## config.mk

```make
export PLATFORM = sky130hd
export DESIGN_NAME = next_lexicographic_permutation
export DESIGN_NICKNAME = d
export VERILOG_FILES = /design/src/nlp_pkg.sv /design/src/nlp_prep.sv /design/src/nlp_pivot.sv /design/src/nlp_swap.sv /design/src/nlp_reverse.sv /design/src/next_lexicographic_permutation.sv
export SDC_FILE = /design/constraint.sdc
export NUM_CORES = 1
export LEC_CHECK = 0
export BUFFER_PORTS_ARGS = -buffer_cell sky130_fd_sc_hd__buf_4
export CAP_MARGIN = 20
export CORE_MARGIN = 2
export CORE_UTILIZATION = 55
export CTS_BUF_LIST = sky130_fd_sc_hd__clkbuf_16
export DETAILED_ROUTE_END_ITERATION = 10
export GPL_ROUTABILITY_DRIVEN = 1
export GPL_TIMING_DRIVEN = 0
export HOLD_SLACK_MARGIN = 0.1
export PLACE_DENSITY_LB_ADDON = 0.25
export SETUP_SLACK_MARGIN = 0.05
export SLEW_MARGIN = 10
export SYNTH_ARGS = -nofsm -noshare
export SYNTH_HDL_FRONTEND = slang
export SYNTH_SLANG_ARGS = --single-unit
```

## constraint.sdc

```tcl
create_clock -name clk -period 7.24 [get_ports clk]
set_clock_uncertainty 0.05 [all_clocks]
set_input_delay 1.086 -clock clk [delete_from_list [all_inputs] [get_ports clk]]
set_output_delay 1.086 -clock clk [all_outputs]
set_load 0.01 [all_outputs]
```

## src/nlp_pkg.sv

```systemverilog
// ----------------------------------------------------------------------------
// nlp_pkg
// shared types and constants of the next permutation pipeline
// ----------------------------------------------------------------------------
package nlp_pkg;

    // field geometry of the word
    localparam int NUM_FIELDS  = 8;
    localparam int ELEM_W      = 4;
    localparam int LEN_W       = 4;
    localparam int IDX_W       = $clog2(NUM_FIELDS);
    localparam int MAX_LEN_DEF = 8;

    // packed stream widths, padded to whole bytes
    localparam int IN_BITS     = LEN_W + NUM_FIELDS * ELEM_W;
    localparam int IN_TDATA_W  = ((IN_BITS + 7) / 8) * 8;
    localparam int OUT_BITS    = NUM_FIELDS * ELEM_W;
    localparam int OUT_TDATA_W = ((OUT_BITS + 7) / 8) * 8;

    typedef logic [ELEM_W-1:0]         elem_t;
    typedef elem_t [NUM_FIELDS-1:0]    elem_vec_t;

    // incoming word
    typedef struct packed {
        logic [LEN_W-1:0] len;
        elem_vec_t        elems;
    } item_t;

    // after length clamp and ascent detection
    typedef struct packed {
        logic [LEN_W-1:0]      len;
        elem_vec_t             elems;
        logic [NUM_FIELDS-1:0] asc;
    } prep_t;

    // after pivot search
    typedef struct packed {
        logic [LEN_W-1:0] len;
        elem_vec_t        elems;
        logic             found;
        logic [IDX_W-1:0] piv;
        elem_t            piv_val;
    } pivot_t;

    // after swap, with start of the reversed suffix
    typedef struct packed {
        logic [LEN_W-1:0] len;
        elem_vec_t        elems;
        logic [LEN_W-1:0] lo;
    } swap_t;

endpackage

```

## src/nlp_prep.sv

```systemverilog
// ----------------------------------------------------------------------------
// nlp_prep
// stage one: clamps the length, clears unused positions, marks ascents
// ----------------------------------------------------------------------------
module nlp_prep #(
    parameter int MAX_LEN = nlp_pkg::MAX_LEN_DEF
) (
    input  logic           clk,
    input  logic           rst_n,
    input  logic           in_valid,
    output logic           in_ready,
    input  nlp_pkg::item_t in_data,
    output logic           out_valid,
    input  logic           out_ready,
    output nlp_pkg::prep_t out_data
);

    logic           valid_reg;
    nlp_pkg::prep_t data_reg;
    nlp_pkg::prep_t data_next;
    logic [nlp_pkg::LEN_W-1:0] n;

    assign in_ready  = !valid_reg || out_ready;
    assign out_valid = valid_reg;
    assign out_data  = data_reg;

    // clamp, mask and compare neighbours
    always_comb
    begin
        n = (in_data.len > nlp_pkg::LEN_W'(MAX_LEN)) ? nlp_pkg::LEN_W'(MAX_LEN)
                                                     : in_data.len;
        data_next.len = n;
        for (int k = 0; k < nlp_pkg::NUM_FIELDS; k++)
        begin
            data_next.elems[k] = (nlp_pkg::LEN_W'(k) < n) ? in_data.elems[k]
                                                          : '0;
        end
        data_next.asc[0] = 1'b0;
        for (int k = 1; k < nlp_pkg::NUM_FIELDS; k++)
        begin
            data_next.asc[k] = (nlp_pkg::LEN_W'(k) < n) &&
                               (data_next.elems[k-1] < data_next.elems[k]);
        end
    end

    // stage valid
    always_ff @(posedge clk or negedge rst_n)
    begin
        if (!rst_n)
        begin
            valid_reg <= 1'b0;
        end
        else if (in_ready)
        begin
            valid_reg <= in_valid;
        end
    end

    // stage payload
    always_ff @(posedge clk)
    begin
        if (in_ready && in_valid)
        begin
            data_reg <= data_next;
        end
    end

endmodule

```

## src/nlp_pivot.sv

```systemverilog
// ----------------------------------------------------------------------------
// nlp_pivot
// stage two: finds the rightmost ascent and picks the pivot value
// ----------------------------------------------------------------------------
module nlp_pivot (
    input  logic            clk,
    input  logic            rst_n,
    input  logic            in_valid,
    output logic            in_ready,
    input  nlp_pkg::prep_t  in_data,
    output logic            out_valid,
    input  logic            out_ready,
    output nlp_pkg::pivot_t out_data
);

    logic            valid_reg;
    nlp_pkg::pivot_t data_reg;
    nlp_pkg::pivot_t data_next;

    assign in_ready  = !valid_reg || out_ready;
    assign out_valid = valid_reg;
    assign out_data  = data_reg;

    // priority search, the last ascent seen wins
    always_comb
    begin
        data_next.len   = in_data.len;
        data_next.elems = in_data.elems;
        data_next.found = 1'b0;
        data_next.piv   = '0;
        for (int k = 1; k < nlp_pkg::NUM_FIELDS; k++)
        begin
            if (in_data.asc[k])
            begin
                data_next.found = 1'b1;
                data_next.piv   = nlp_pkg::IDX_W'(k - 1);
            end
        end
        data_next.piv_val = in_data.elems[data_next.piv];
    end

    // stage valid
    always_ff @(posedge clk or negedge rst_n)
    begin
        if (!rst_n)
        begin
            valid_reg <= 1'b0;
        end
        else if (in_ready)
        begin
            valid_reg <= in_valid;
        end
    end

    // stage payload
    always_ff @(posedge clk)
    begin
        if (in_ready && in_valid)
        begin
            data_reg <= data_next;
        end
    end

endmodule

```

## src/nlp_swap.sv

```systemverilog
// ----------------------------------------------------------------------------
// nlp_swap
// stage three: finds the rightmost larger element and swaps it with the pivot
// ----------------------------------------------------------------------------
module nlp_swap (
    input  logic            clk,
    input  logic            rst_n,
    input  logic            in_valid,
    output logic            in_ready,
    input  nlp_pkg::pivot_t in_data,
    output logic            out_valid,
    input  logic            out_ready,
    output nlp_pkg::swap_t  out_data
);

    logic                      valid_reg;
    nlp_pkg::swap_t            data_reg;
    nlp_pkg::swap_t            data_next;
    logic [nlp_pkg::IDX_W-1:0] j;

    assign in_ready  = !valid_reg || out_ready;
    assign out_valid = valid_reg;
    assign out_data  = data_reg;

    // successor search and exchange
    always_comb
    begin
        j = in_data.piv;
        for (int k = 1; k < nlp_pkg::NUM_FIELDS; k++)
        begin
            if ((nlp_pkg::IDX_W'(k) > in_data.piv) &&
                (nlp_pkg::LEN_W'(k) < in_data.len) &&
                (in_data.elems[k] > in_data.piv_val))
            begin
                j = nlp_pkg::IDX_W'(k);
            end
        end
        data_next.len   = in_data.len;
        data_next.elems = in_data.elems;
        data_next.lo    = '0;
        if (in_data.found)
        begin
            data_next.elems[in_data.piv] = in_data.elems[j];
            data_next.elems[j]           = in_data.piv_val;
            data_next.lo = nlp_pkg::LEN_W'(in_data.piv) + nlp_pkg::LEN_W'(1);
        end
    end

    // stage valid
    always_ff @(posedge clk or negedge rst_n)
    begin
        if (!rst_n)
        begin
            valid_reg <= 1'b0;
        end
        else if (in_ready)
        begin
            valid_reg <= in_valid;
        end
    end

    // stage payload
    always_ff @(posedge clk)
    begin
        if (in_ready && in_valid)
        begin
            data_reg <= data_next;
        end
    end

endmodule

```

## src/nlp_reverse.sv

```systemverilog
// ----------------------------------------------------------------------------
// nlp_reverse
// stage four: reverses the suffix and holds the output word
// ----------------------------------------------------------------------------
module nlp_reverse (
    input  logic               clk,
    input  logic               rst_n,
    input  logic               in_valid,
    output logic               in_ready,
    input  nlp_pkg::swap_t     in_data,
    output logic               out_valid,
    input  logic               out_ready,
    output nlp_pkg::elem_vec_t out_data
);

    logic                      valid_reg;
    nlp_pkg::elem_vec_t        data_reg;
    nlp_pkg::elem_vec_t        data_next;
    logic [nlp_pkg::LEN_W-1:0] idx;

    assign in_ready  = !valid_reg || out_ready;
    assign out_valid = valid_reg;
    assign out_data  = data_reg;

    // mirror positions lo .. len-1
    always_comb
    begin
        idx = '0;
        for (int k = 0; k < nlp_pkg::NUM_FIELDS; k++)
        begin
            idx = in_data.lo + in_data.len - nlp_pkg::LEN_W'(1) - nlp_pkg::LEN_W'(k);
            if ((nlp_pkg::LEN_W'(k) >= in_data.lo) && (nlp_pkg::LEN_W'(k) < in_data.len))
            begin
                data_next[k] = in_data.elems[idx[nlp_pkg::IDX_W-1:0]];
            end
            else
            begin
                data_next[k] = in_data.elems[k];
            end
        end
    end

    // output valid
    always_ff @(posedge clk or negedge rst_n)
    begin
        if (!rst_n)
        begin
            valid_reg <= 1'b0;
        end
        else if (in_ready)
        begin
            valid_reg <= in_valid;
        end
    end

    // output payload
    always_ff @(posedge clk)
    begin
        if (in_ready && in_valid)
        begin
            data_reg <= data_next;
        end
    end

endmodule

```

## src/next_lexicographic_permutation.sv

```systemverilog
// ----------------------------------------------------------------------------
// next_lexicographic_permutation
// returns the lexicographic successor of a permutation, wrapping to identity
// ----------------------------------------------------------------------------
// usage
//   the slave stream carries one permutation per word: the length and up to
//   eight 4-bit values; the master stream returns the successor, with the
//   positions at or beyond the length set to zero. after the descending
//   permutation the identity follows.
//   four register stages: clamp and ascent marks, pivot search, swap with
//   the rightmost larger value, suffix reversal into the output register.
//   m_axis_tvalid rises once the word has passed through the prep, pivot,
//   swap and reverse registers in turn; one word is accepted every
//   cycle while the master side takes them.
//   each stage has its own valid bit and moves when the stage after it is
//   empty or moving, so bubbles are squeezed out when the receiver stalls;
//   with all four stages full and m_axis_tready low, s_axis_tready drops
//   and every word is held in place.
//   reset empties the pipeline; no word is presented until one is accepted.
// ----------------------------------------------------------------------------
module next_lexicographic_permutation #(
    parameter int MAX_LEN = nlp_pkg::MAX_LEN_DEF
) (
    input  logic                            clk,
    input  logic                            rst_n,
    input  logic                            s_axis_tvalid,
    output logic                            s_axis_tready,
    // length, element_0 .. element_7, zero pad
    input  logic [nlp_pkg::IN_TDATA_W-1:0]  s_axis_tdata,
    output logic                            m_axis_tvalid,
    input  logic                            m_axis_tready,
    // next_0 .. next_7
    output logic [nlp_pkg::OUT_TDATA_W-1:0] m_axis_tdata
);

    nlp_pkg::item_t     in_item;
    nlp_pkg::prep_t     prep_data;
    nlp_pkg::pivot_t    pivot_data;
    nlp_pkg::swap_t     swap_data;
    nlp_pkg::elem_vec_t out_elems;
    logic               prep_valid, prep_ready;
    logic               pivot_valid, pivot_ready;
    logic               swap_valid, swap_ready;

    // unpack the input word
    always_comb
    begin
        in_item.len = s_axis_tdata[nlp_pkg::LEN_W-1:0];
        for (int k = 0; k < nlp_pkg::NUM_FIELDS; k++)
        begin
            in_item.elems[k] = s_axis_tdata[nlp_pkg::LEN_W + k * nlp_pkg::ELEM_W +:
                                            nlp_pkg::ELEM_W];
        end
    end

    nlp_prep #(
        .MAX_LEN (MAX_LEN)
    ) u_prep (
        .clk       (clk),
        .rst_n     (rst_n),
        .in_valid  (s_axis_tvalid),
        .in_ready  (s_axis_tready),
        .in_data   (in_item),
        .out_valid (prep_valid),
        .out_ready (prep_ready),
        .out_data  (prep_data)
    );

    nlp_pivot u_pivot (
        .clk       (clk),
        .rst_n     (rst_n),
        .in_valid  (prep_valid),
        .in_ready  (prep_ready),
        .in_data   (prep_data),
        .out_valid (pivot_valid),
        .out_ready (pivot_ready),
        .out_data  (pivot_data)
    );

    nlp_swap u_swap (
        .clk       (clk),
        .rst_n     (rst_n),
        .in_valid  (pivot_valid),
        .in_ready  (pivot_ready),
        .in_data   (pivot_data),
        .out_valid (swap_valid),
        .out_ready (swap_ready),
        .out_data  (swap_data)
    );

    nlp_reverse u_reverse (
        .clk       (clk),
        .rst_n     (rst_n),
        .in_valid  (swap_valid),
        .in_ready  (swap_ready),
        .in_data   (swap_data),
        .out_valid (m_axis_tvalid),
        .out_ready (m_axis_tready),
        .out_data  (out_elems)
    );

    // pack the output word
    assign m_axis_tdata = nlp_pkg::OUT_TDATA_W'(out_elems);

endmodule

```

==> results of run 1 <==
[registers in the layout, indices dropped and copies added (netlist names)]
signal and cells:
u_swap.out_valid 1, u_pivot.out_valid 1, u_prep.out_data 43, u_reverse.out_valid 1, u_prep.out_valid 1, u_reverse.out_data 32
u_pivot.out_data 44, u_swap.out_data 40
[layer usage]
metal	routed length [um]	part of all wire (%)
met3	1040	4.6
met4	1660	7.3
met5	0	0
met2	11600	51
met1	8520	37
[how the worst min path moves through the flow]
stage,start,to,slack (ns),cells after the start
2_1_floorplan,u_prep.out_data[40],u_pivot.out_data[40],0.35,0
3_3_place_gp,u_prep.out_data[41],u_pivot.out_data[41],0.35,0
3_5_place_dp,u_prep.out_data[40],u_pivot.out_data[40],0.36,0
4_1_cts,rst_n,u_prep.out_valid,0.37,1
5_1_grt,rst_n,u_prep.out_valid,0.37,1
6_report,rst_n,u_prep.out_valid,0.38,1
[power breakdown]
| part | leakage, uW | switching [uW] | total, uW | internal (uW) |
|---|---|---|---|---|
| combinational | 0.00257 | 773 | 1380 | 608 |
| sequential | 0.00160 | 128 | 1370 | 1240 |
| clock | 0.000270 | 378 | 859 | 482 |
[critical path: cells and delay by family (launching register included)]
kind                       cells  cell delay [ns]
muxes                          1             0.38
xor gates and xnor gates       1             0.77
DFF                            1             0.50
adders and majority gates      3             0.89
buffers and inverters          5             1.30
AOI/OAI and AO/OA              1             0.16
[cell usage after synthesis, drive strengths merged (8+ instances only)]
cell / n
nand2b: 11
nor2b: 20
nand3: 9
mux2i: 40
a32oi: 8
o21ai: 61
inv: 55
a21oi: 47
and2: 10
o211ai: 9
nand2: 92
o22ai: 8
mux2: 17
ha: 59
nor2: 43
mux4: 20
buf: 12
or3: 9
edfxtp: 159
clkbuf: 15
[layout make-up]
type,count,area (um^2)
Fill cell,1382,6110
Sequential cell,163,4870
Multi-Input combinational cell,572,4310
Timing Repair Buffer,80,631
Clock buffer,17,425
Tap cell,225,282
Inverter,56,210
Clock inverter,15,146
Buffer,27,125
[cells by family after synthesis]
kind of cell | Yosys count | share of synthesized area, %
adders and majority gates | 59 | 7.77
buffers and inverters | 83 | 3.53
xor gates and xnor gates | 6 | 0.553
DFF | 163 | 51.3
AOI/OAI and AO/OA | 201 | 14.0
muxes | 77 | 11.0
and+or+nand+nor | 229 | 11.9
[metrics by stage]
stage / hold WS [ns] / total power (uW) / setup slack [ns] / util (%) / instance area (um^2)
2_1_floorplan: 0.350 / 2310 / 3.93 / - / 9500
3_3_place_gp: 0.353 / 2720 / 3.03 / 60.3 / 10300
3_5_place_dp: 0.360 / 2750 / 3.05 / 60.9 / 10400
4_1_cts: 0.375 / 3610 / 3.04 / 64.2 / 11000
5_1_grt: 0.371 / 3800 / 2.77 / 64.3 / 11000
6_report: 0.379 / 3610 / 2.91 / 64.3 / 11000
==> flow_metrics.py, run 1 <==
metrics = {
    "routing": {
        "vias_per_cell": 6.02,
        "post_detailed_routing_wire_length_um": 22800,
        "routed-via-count": 6948,
        "drc": 0,
        "ant_nets_after_route": 0,
        "initialDrtViolationCount": 444,
        "detailed_routing_iterations_pass_1": 8,
        "routedWlPerCell_um": 19.7,
    },
    "cts": {
        "postCtsHoldBufs": 0,
        "clock_tree_from_tritoncts": "done",
        "h-tree-depth": 4,
        "cts_made_buffers": 17,
        "setup_buffers_after_cts": 0,
        "clk_transition_reported_paths_ns": 0.07,
        "clock_tree.buffer_depth": 2,
        "cts_root_buffer": "clkbuf_16",
        "cts_resized": 0,
        "clk_latency_ns": 0.44,
        "cts.sinks": 163,
    },
    "worst_setup_path": {
        "timing.critical_path.to": "u_reverse.out_data[5]",
        "crit_required_ns": 7.35,
        "timing.critical_path.from_type": "flop",
        "arrival_worst_endpoint_ns": 4.44,
        "timing_worst_setup_path_type": "flop to flop",
        "timing.rr.start": "u_swap.out_data[37]",
        "path_cells": "inv_1 -> ha_1 -> inv_1 -> ha_1 -> clkbuf_1 -> clkinv_1 -> clkbuf_1 -> ha_1 -> xnor2_1 -> mux2i_1 -> o21ai_0",
        "cp_common_cell": "ha_1",
        "cpMaxStageDelayCell": "xnor2_1",
        "highest_fanout_seen_on_the_critical_path": 10,
        "max_stage_delay_ns": 0.77,
        "setup.worst_path.end_class": "flop",
        "rr_endpoint": "u_reverse.out_data[5]",
        "worst_r2r_path_depth": 11,
        "rrSetupSlack_ns": 2.91,
        "setup.worst_path.start": "u_swap.out_data[37]",
    },
    "timing": {
        "slew_limit_headroom_pct": 26.9,
        "grt_setup_unrepaired": "false",
        "final-max-slew-violation-count": 0,
        "finalCriticalPeriod_ns": 4.33,
        "setup_viol": 0,
        "max_slew.worst_pin.slew_ns": 1.09,
        "final_hold_viol_count": 0,
        "finalSetupTns_ns": 0,
        "layout_worst_path_cycle_share_pct": 59.8,
        "highest_clock_rate_mhz": 231,
    },
    "floorplan": {
        "chipHeight_um": 135,
        "placementRows": 48,
        "initial_utilization_pct": 55.5,
        "chipWidth_um": 135,
        "io_pins": 78,
        "design.die.area_um2": 18300,
        "core-area_um2": 17100,
    },
    "place": {
        "dp_hpwl_um": 17800,
        "io_buffer_count": 73,
        "routabilityCongestion": 0.973,
        "post-place-cells": 1121,
    },
    "synth": {
        "ys_seq_area_share_pct": 51.3,
        "ys_seq_elements": 163,
        "postSynth.topFlopCell": "edfxtp_1",
        "area_share_of_the_leading_cell_type_in_the_synthesized_netlist_pct": 50.3,
        "post_synth_instance_area_um2": 9500,
        "synthesis.instances": 818,
        "yosysUniqueCellTypes": 70,
        "synth-async-reset-ratio_pct": 2.45,
        "syn-mean-instance-area_um2": 11.6,
        "synth.net_count": 921,
        "synth_top_area_cells": "edfxtp_1, ha_1, mux4_2",
        "yosys.area.top_type": "edfxtp_1",
        "synth.yosys.warnings": 0,
        "synth-edff-count": 159,
    },
    "global_route": {
        "globalRoute.busiestLayer": "met2",
        "met2_layer_usage_reported_by_global_route_pct": 44.9,
        "grt_max_degree": 41,
        "antenna_violations_before_repair": 0,
        "grt_pass1_vias": 6745,
        "grt-ovfl-total": 0,
        "globalRouteTotalUtil_pct": 25.8,
        "grt_pass1_wl_um": 35100,
        "grt_use_met1_pct": 28.3,
        "met3_usage_pct": 4.41,
    },
    "final_layout": {
        "mostFrequentLayoutCell": "edfxtp_1",
        "antenna_cells": 0,
        "flow.area_growth_from_synthesis_pct": 15.9,
        "finalNetCount": 1020,
        "post_route_cells_drive_above_1_share_pct": 19.2,
        "instances_no_fill": 1155,
        "most_frequent_cells_in_the_layout": "edfxtp_1, nand2_1, buf_4",
    },
    "min_path": {
        "hold_class": "primary input to asynchronous set/reset pin",
    },
    "power": {
        "power_density_nw_per_um2": 328,
        "worst_ir_drop_vdd_v": 0.000196,
        "power.static_leakage_uw": 0.00444,
    },
    "status": {
        "outcome": "finished clean",
    },
    "job": {
        "drv.max_cap_violation_count": 0,
    },
}
No activity file was read; power rests on OpenSTA's default activity.
==> inputs of run 2 (changes only) <==
==> constraint.sdc (replaced) <==
create_clock -name clk -period 3.95 [get_ports clk]
set_clock_uncertainty 0.05 [all_clocks]
set_input_delay 0.5925 -clock clk [delete_from_list [all_inputs] [get_ports clk]]
set_output_delay 0.5925 -clock clk [all_outputs]
set_load 0.01 [all_outputs]
==> flow_metrics.py, run 2 (synthesized netlist as in run 1, its figures left out) <==
metrics = {
    "worst_setup_path": {
        "highest_fanout_seen_on_the_critical_path": 10,
        "rrSetupSlack_ns": 0.22,
        "timing_worst_setup_path_type": "flop to flop",
        "setup.worst_path.end_class": "flop",
        "timing.rr.start": "u_pivot.out_data[1]",
        "crit_required_ns": 4.04,
        "timing.critical_path.from_type": "flop",
        "setup.worst_path.start": "u_pivot.out_data[1]",
        "arrival_worst_endpoint_ns": 3.83,
    },
    "global_route": {
        "antenna_violations_before_repair": 0,
        "grt-ovfl-total": 0,
        "globalRouteTotalUtil_pct": 25.8,
        "grt_pass1_vias": 6756,
        "grt_pass1_wl_um": 35100,
        "grt_max_degree": 41,
    },
    "cts": {
        "cts.sinks": 163,
        "h-tree-depth": 4,
        "clock_tree_from_tritoncts": "done",
        "cts_made_buffers": 17,
        "clk_latency_ns": 0.43,
        "clk_transition_reported_paths_ns": 0.07,
        "clock_tree.buffer_depth": 2,
        "cts_root_buffer": "clkbuf_16",
    },
    "routing": {
        "drc": 0,
        "ant_nets_after_route": 0,
        "detailed_routing_iterations_pass_1": 10,
        "routed-via-count": 7016,
        "routedWlPerCell_um": 19.6,
        "initialDrtViolationCount": 497,
        "vias_per_cell": 6.03,
        "post_detailed_routing_wire_length_um": 22900,
    },
    "timing": {
        "slew_limit_headroom_pct": 26.3,
        "final-max-slew-violation-count": 0,
        "finalCriticalPeriod_ns": 3.73,
        "highest_clock_rate_mhz": 268,
        "max_slew.worst_pin.slew_ns": 1.10,
        "finalSetupTns_ns": 0,
        "postLayoutSetupSlackWorst_ns": 0.217,
        "setup_viol": 0,
        "layout_worst_path_cycle_share_pct": 94.5,
        "grt_setup_unrepaired": "false",
        "final_hold_viol_count": 0,
    },
    "min_path": {
        "hold_path.startpoint": "s_axis_tvalid",
        "hold_class": "primary input to flop",
    },
    "final_layout": {
        "fin_util_pct": 65.0,
        "finalNetCount": 1029,
        "flow.area_growth_from_synthesis_pct": 17.2,
        "largest_register_ff_count": 44,
        "instances_no_fill": 1164,
        "fill_cells": 1368,
        "most_frequent_cells_in_the_layout": "edfxtp_1, nand2_1, buf_4",
        "antenna_cells": 0,
        "post_route_cells_drive_above_1_share_pct": 20.9,
        "mostFrequentLayoutCell": "edfxtp_1",
    },
    "floorplan": {
        "design.die.area_um2": 18300,
        "chipHeight_um": 135,
        "core-area_um2": 17100,
        "io_pins": 78,
        "initial_utilization_pct": 55.5,
        "placementRows": 48,
        "chipWidth_um": 135,
    },
    "power": {
        "power.static_leakage_uw": 0.00449,
        "worst_ir_drop_vdd_v": 0.000369,
        "power_density_nw_per_um2": 601,
    },
    "place": {
        "place_ws_ns": -0.242,
        "io_buffer_count": 73,
        "dp_hpwl_um": 17800,
        "post-place-cells": 1121,
        "routabilityCongestion": 0.973,
    },
    "job": {
        "drv.max_cap_violation_count": 0,
    },
    "status": {
        "outcome": "finished clean",
    },
}
## run 2: cell count changes in the layout (fill, tap and decap cells not counted), sizes merged
cell         delta
buf             +8
clkinvlp        +3
dlygate4sd3     +1
clkinv          -1
inv             -2
## run 2: cell type report
type | instances | area [um^2] | area share [%]
Inverter | 56 | 221 | 1.99
Buffer | 26 | 124 | 1.11
Timing Repair Buffer | 90 | 708 | 6.37
Clock inverter | 15 | 146 | 1.32
Tap cell | 225 | 282 | 2.53
Multi-Input combinational cell | 572 | 4340 | 39.0
Sequential cell | 163 | 4870 | 43.8
Clock buffer | 17 | 425 | 3.82
## run 2: timing repair
| item | CTS | global route |
|---|---|---|
| hold endpoints to repair | 4 | 0 |
| buffers inserted | 0 | 9 |
| hold buffers | 1 | 0 |
| endpoints found under the setup margin | 19 | 26 |
| resized for setup | 3 | 9 |
## run 2: path summary, 6_finish.rpt
check	end	cells after the start
worst max-delay path	u_swap.out_data[4]	11
min in group asynchronous	u_prep.out_valid	2
worst min register to register	u_pivot.out_data[40]	0
max in group asynchronous	u_reverse.out_valid	2
worst min-delay path	u_prep.out_valid	2
worst max register to register	u_swap.out_data[4]	11
## run 2: through the flow
stage / area (um^2) / hold slack [ns] / total power, uW
after floorplan: 9500 / 0.247 / 4240
after global placement: 10300 / 0.340 / 4990
after detailed placement: 10400 / 0.343 / 5040
after CTS: 11000 / 0.295 / 6620
after global routing: 11100 / 0.296 / 7030
final: 11100 / 0.304 / 6690
## run 2: power by group
group	internal, uW	switching [uW]	total (uW)
clock	883	687	1570
combinational	1160	1450	2610
sequential	2280	227	2510
## run 2: per-layer routing
metal / vias up / wire, um / GRT usage (%) / part of all wire [%]
met4: 0 / 1580 / 19.1 / 6.9
met2: 306 / 11700 / 45.0 / 51
met5: - / 0 / 0 / 0
li1: 3344 / - / - / -
met3: 84 / 1100 / 4.45 / 4.8
met1: 3282 / 8490 / 28.3 / 37
## run 2: critical path: stages, from the launching register on
cell and delay (ns):
edfxtp_1 0.43, clkinvlp_4 0.23, ha_1 0.37, nor2b_1 0.14, o211ai_1 0.15, a21oi_1 0.10, buf_2 0.20, o311ai_1 0.41
a21oi_1 0.25, a222oi_1 0.50, and3_1 0.44, o221ai_1 0.18
==> inputs of run 3 (changes only) <==
==> constraint.sdc (replaced) <==
create_clock -name clk -period 3.95 [get_ports clk]
set_clock_uncertainty 0.05 [all_clocks]
set_input_delay 0.395 -clock clk [delete_from_list [all_inputs] [get_ports clk]]
set_output_delay 0.395 -clock clk [all_outputs]
set_load 0.01 [all_outputs]
==> flow_metrics.py, run 3 (synthesized netlist as in run 1, its figures left out) <==
metrics = {
    "place": {
        "routabilityCongestion": 0.973,
        "io_buffer_count": 73,
        "dp_hpwl_um": 17800,
        "placedInstanceArea_um2": 10400,
    },
    "power": {
        "pwr-share-clk_pct": 23.5,
        "power.static_leakage_uw": 0.00449,
        "power_density_nw_per_um2": 601,
        "power.share.switching_pct": 35.4,
        "cell_internal_pwr_uw": 4320,
        "combPwrFrac_pct": 39.0,
        "seqPwrFrac_pct": 37.5,
        "worst_ir_drop_vdd_v": 0.000369,
        "power_switching_uw": 2370,
    },
    "final_layout": {
        "flow.area_growth_from_synthesis_pct": 17.3,
        "most_frequent_cells_in_the_layout": "edfxtp_1, nand2_1, buf_4",
        "fill_cells": 1366,
        "mostFrequentLayoutCell": "edfxtp_1",
        "antenna_cells": 0,
        "largest_register_ff_count": 44,
        "finalNetCount": 1030,
        "stdcell_area_um2": 11100,
        "post_route_cells_drive_above_1_share_pct": 20.9,
    },
    "cts": {
        "clock_tree.buffer_depth": 2,
        "cts.sinks": 163,
        "clock_tree_from_tritoncts": "done",
        "cts_made_buffers": 17,
        "h-tree-depth": 4,
        "clk_latency_ns": 0.44,
        "clk_transition_reported_paths_ns": 0.06,
        "cts_root_buffer": "clkbuf_16",
    },
    "floorplan": {
        "core-area_um2": 17100,
        "io_pins": 78,
        "initial_utilization_pct": 55.5,
        "placementRows": 48,
        "chipHeight_um": 135,
        "chipWidth_um": 135,
        "design.die.area_um2": 18300,
    },
    "timing": {
        "layout_worst_path_cycle_share_pct": 94.7,
        "max_slew.worst_pin.slew_ns": 1.09,
        "final_hold_viol_count": 0,
        "highest_clock_rate_mhz": 267,
        "final-max-slew-violation-count": 0,
        "slew_limit_headroom_pct": 26.5,
        "holdWs_ns": 0.200,
        "setup_viol": 0,
        "finalCriticalPeriod_ns": 3.74,
        "finalSetupTns_ns": 0,
        "grt_setup_unrepaired": "false",
    },
    "worst_setup_path": {
        "path_cells": "clkinvlp_4 -> ha_1 -> nor2b_1 -> o211ai_1 -> a21oi_1 -> buf_2 -> o311ai_1 -> a21oi_1 -> a222oi_1 -> and3_1 -> o221ai_1",
        "critical-path-top-delay-family": "compound AO/OA/AOI/OAI gates",
        "cpMaxStageDelayCell": "a222oi_1",
        "max_stage_delay_ns": 0.51,
        "crit_required_ns": 4.04,
        "timing_worst_setup_path_type": "flop to flop",
        "cp_common_cell": "a21oi_1",
        "highest_fanout_seen_on_the_critical_path": 10,
        "worst-path-buf-inv": 2,
        "setup.worst_path.end_class": "flop",
        "timing.critical_path.from_type": "flop",
        "arrival_worst_endpoint_ns": 3.84,
    },
    "status": {
        "outcome": "finished clean",
    },
    "routing": {
        "vias_per_cell": 6.04,
        "initialDrtViolationCount": 472,
        "detailed_routing_iterations_pass_1": 7,
        "drc": 0,
        "post_detailed_routing_wire_length_um": 22900,
        "routedWlPerCell_um": 19.7,
        "ant_nets_after_route": 0,
        "routed-via-count": 7032,
    },
    "min_path": {
        "hold_class": "primary input to flop",
    },
    "global_route": {
        "grt_pass1_vias": 6757,
        "antenna_violations_before_repair": 0,
        "globalRouteTotalUtil_pct": 25.8,
        "grt_max_degree": 41,
        "grt-ovfl-total": 0,
        "grt_pass1_wl_um": 35200,
    },
    "job": {
        "drv.max_cap_violation_count": 0,
    },
}
==> run 3: cell count changes in the layout (fill, tap and decap cells not counted), sizes merged <==
cell,before,now
dlygate4sd3,1,2
==> run 3: stage by stage <==
stage / utilization [%] / setup WS (ns) / total power (uW) / cells
6_report: 65.1 / 0.208 / 6690 / 1165
5_1_grt: 65.1 / 0.122 / 7030 / 1165
4_1_cts: 64.4 / 0.0374 / 6620 / 1155
3_5_place_dp: 60.9 / -0.242 / 5040 / 1121
3_3_place_gp: 60.3 / -0.257 / 4990 / 1116
2_1_floorplan: - / 0.640 / 4240 / 818
==> run 3: worst min-delay path, cell delays in order <==
cell and delay [ns]:
buf_4 0.07, nand2_1 0.06, inv_1 0.05
==> run 3: area by class of cell <==
type	count	area (um^2)	share of cell area, %
Clock buffer	17	425	3.82
Timing Repair Buffer	91	718	6.45
Inverter	56	221	1.99
Buffer	26	124	1.11
Multi-Input combinational cell	572	4340	39.0
Sequential cell	163	4870	43.8
Tap cell	225	282	2.53
Clock inverter	15	146	1.31
==> run 3: repair_timing <==
action,in CTS,in global routing
pin swaps,0,0
endpoints found under the setup margin,19,26
setup buffers,0,9
hold buffers,2,0
endpoints found under the hold margin,5,0
resized for setup,3,9
==> run 3: power groups by stage <==
stage / Clock [uW] / Sequential (uW) / Combinational, uW
global placement: 0 / 2540 / 2450
finish: 1570 / 2510 / 2610
floorplan: 0 / 2490 / 1750
CTS: 1590 / 2500 / 2530
detailed placement: 0 / 2540 / 2500
global route: 1670 / 2530 / 2840
==> run 3: worst paths after layout <==
check / start / to / slack [ns] / cells after the start
max in group asynchronous: rst_n / u_reverse.out_valid / 3.50 / 2
setup / recovery: u_pivot.out_data[1] / u_swap.out_data[4] / 0.21 / 11
hold / removal: s_axis_tdata[35] / u_prep.out_data[39] / 0.20 / 3
min in group asynchronous: rst_n / u_prep.out_valid / 0.25 / 2
hold reg to reg: u_prep.out_data[40] / u_pivot.out_data[40] / 0.38 / 0
setup reg to reg: u_pivot.out_data[1] / u_swap.out_data[4] / 0.21 / 11
==> run 3: routing by layer <==
layer | part of all wire [%] | global-route usage (%) | up-vias | routed length (um)
met1 | 37 | 28.3 | 3273 | 8570
met3 | 4.5 | 4.45 | 96 | 1040
met5 | 0 | 0 | - | 0
met4 | 7.4 | 19.1 | 0 | 1690
met2 | 51 | 45.0 | 314 | 11600
li1 | - | - | 3349 | -
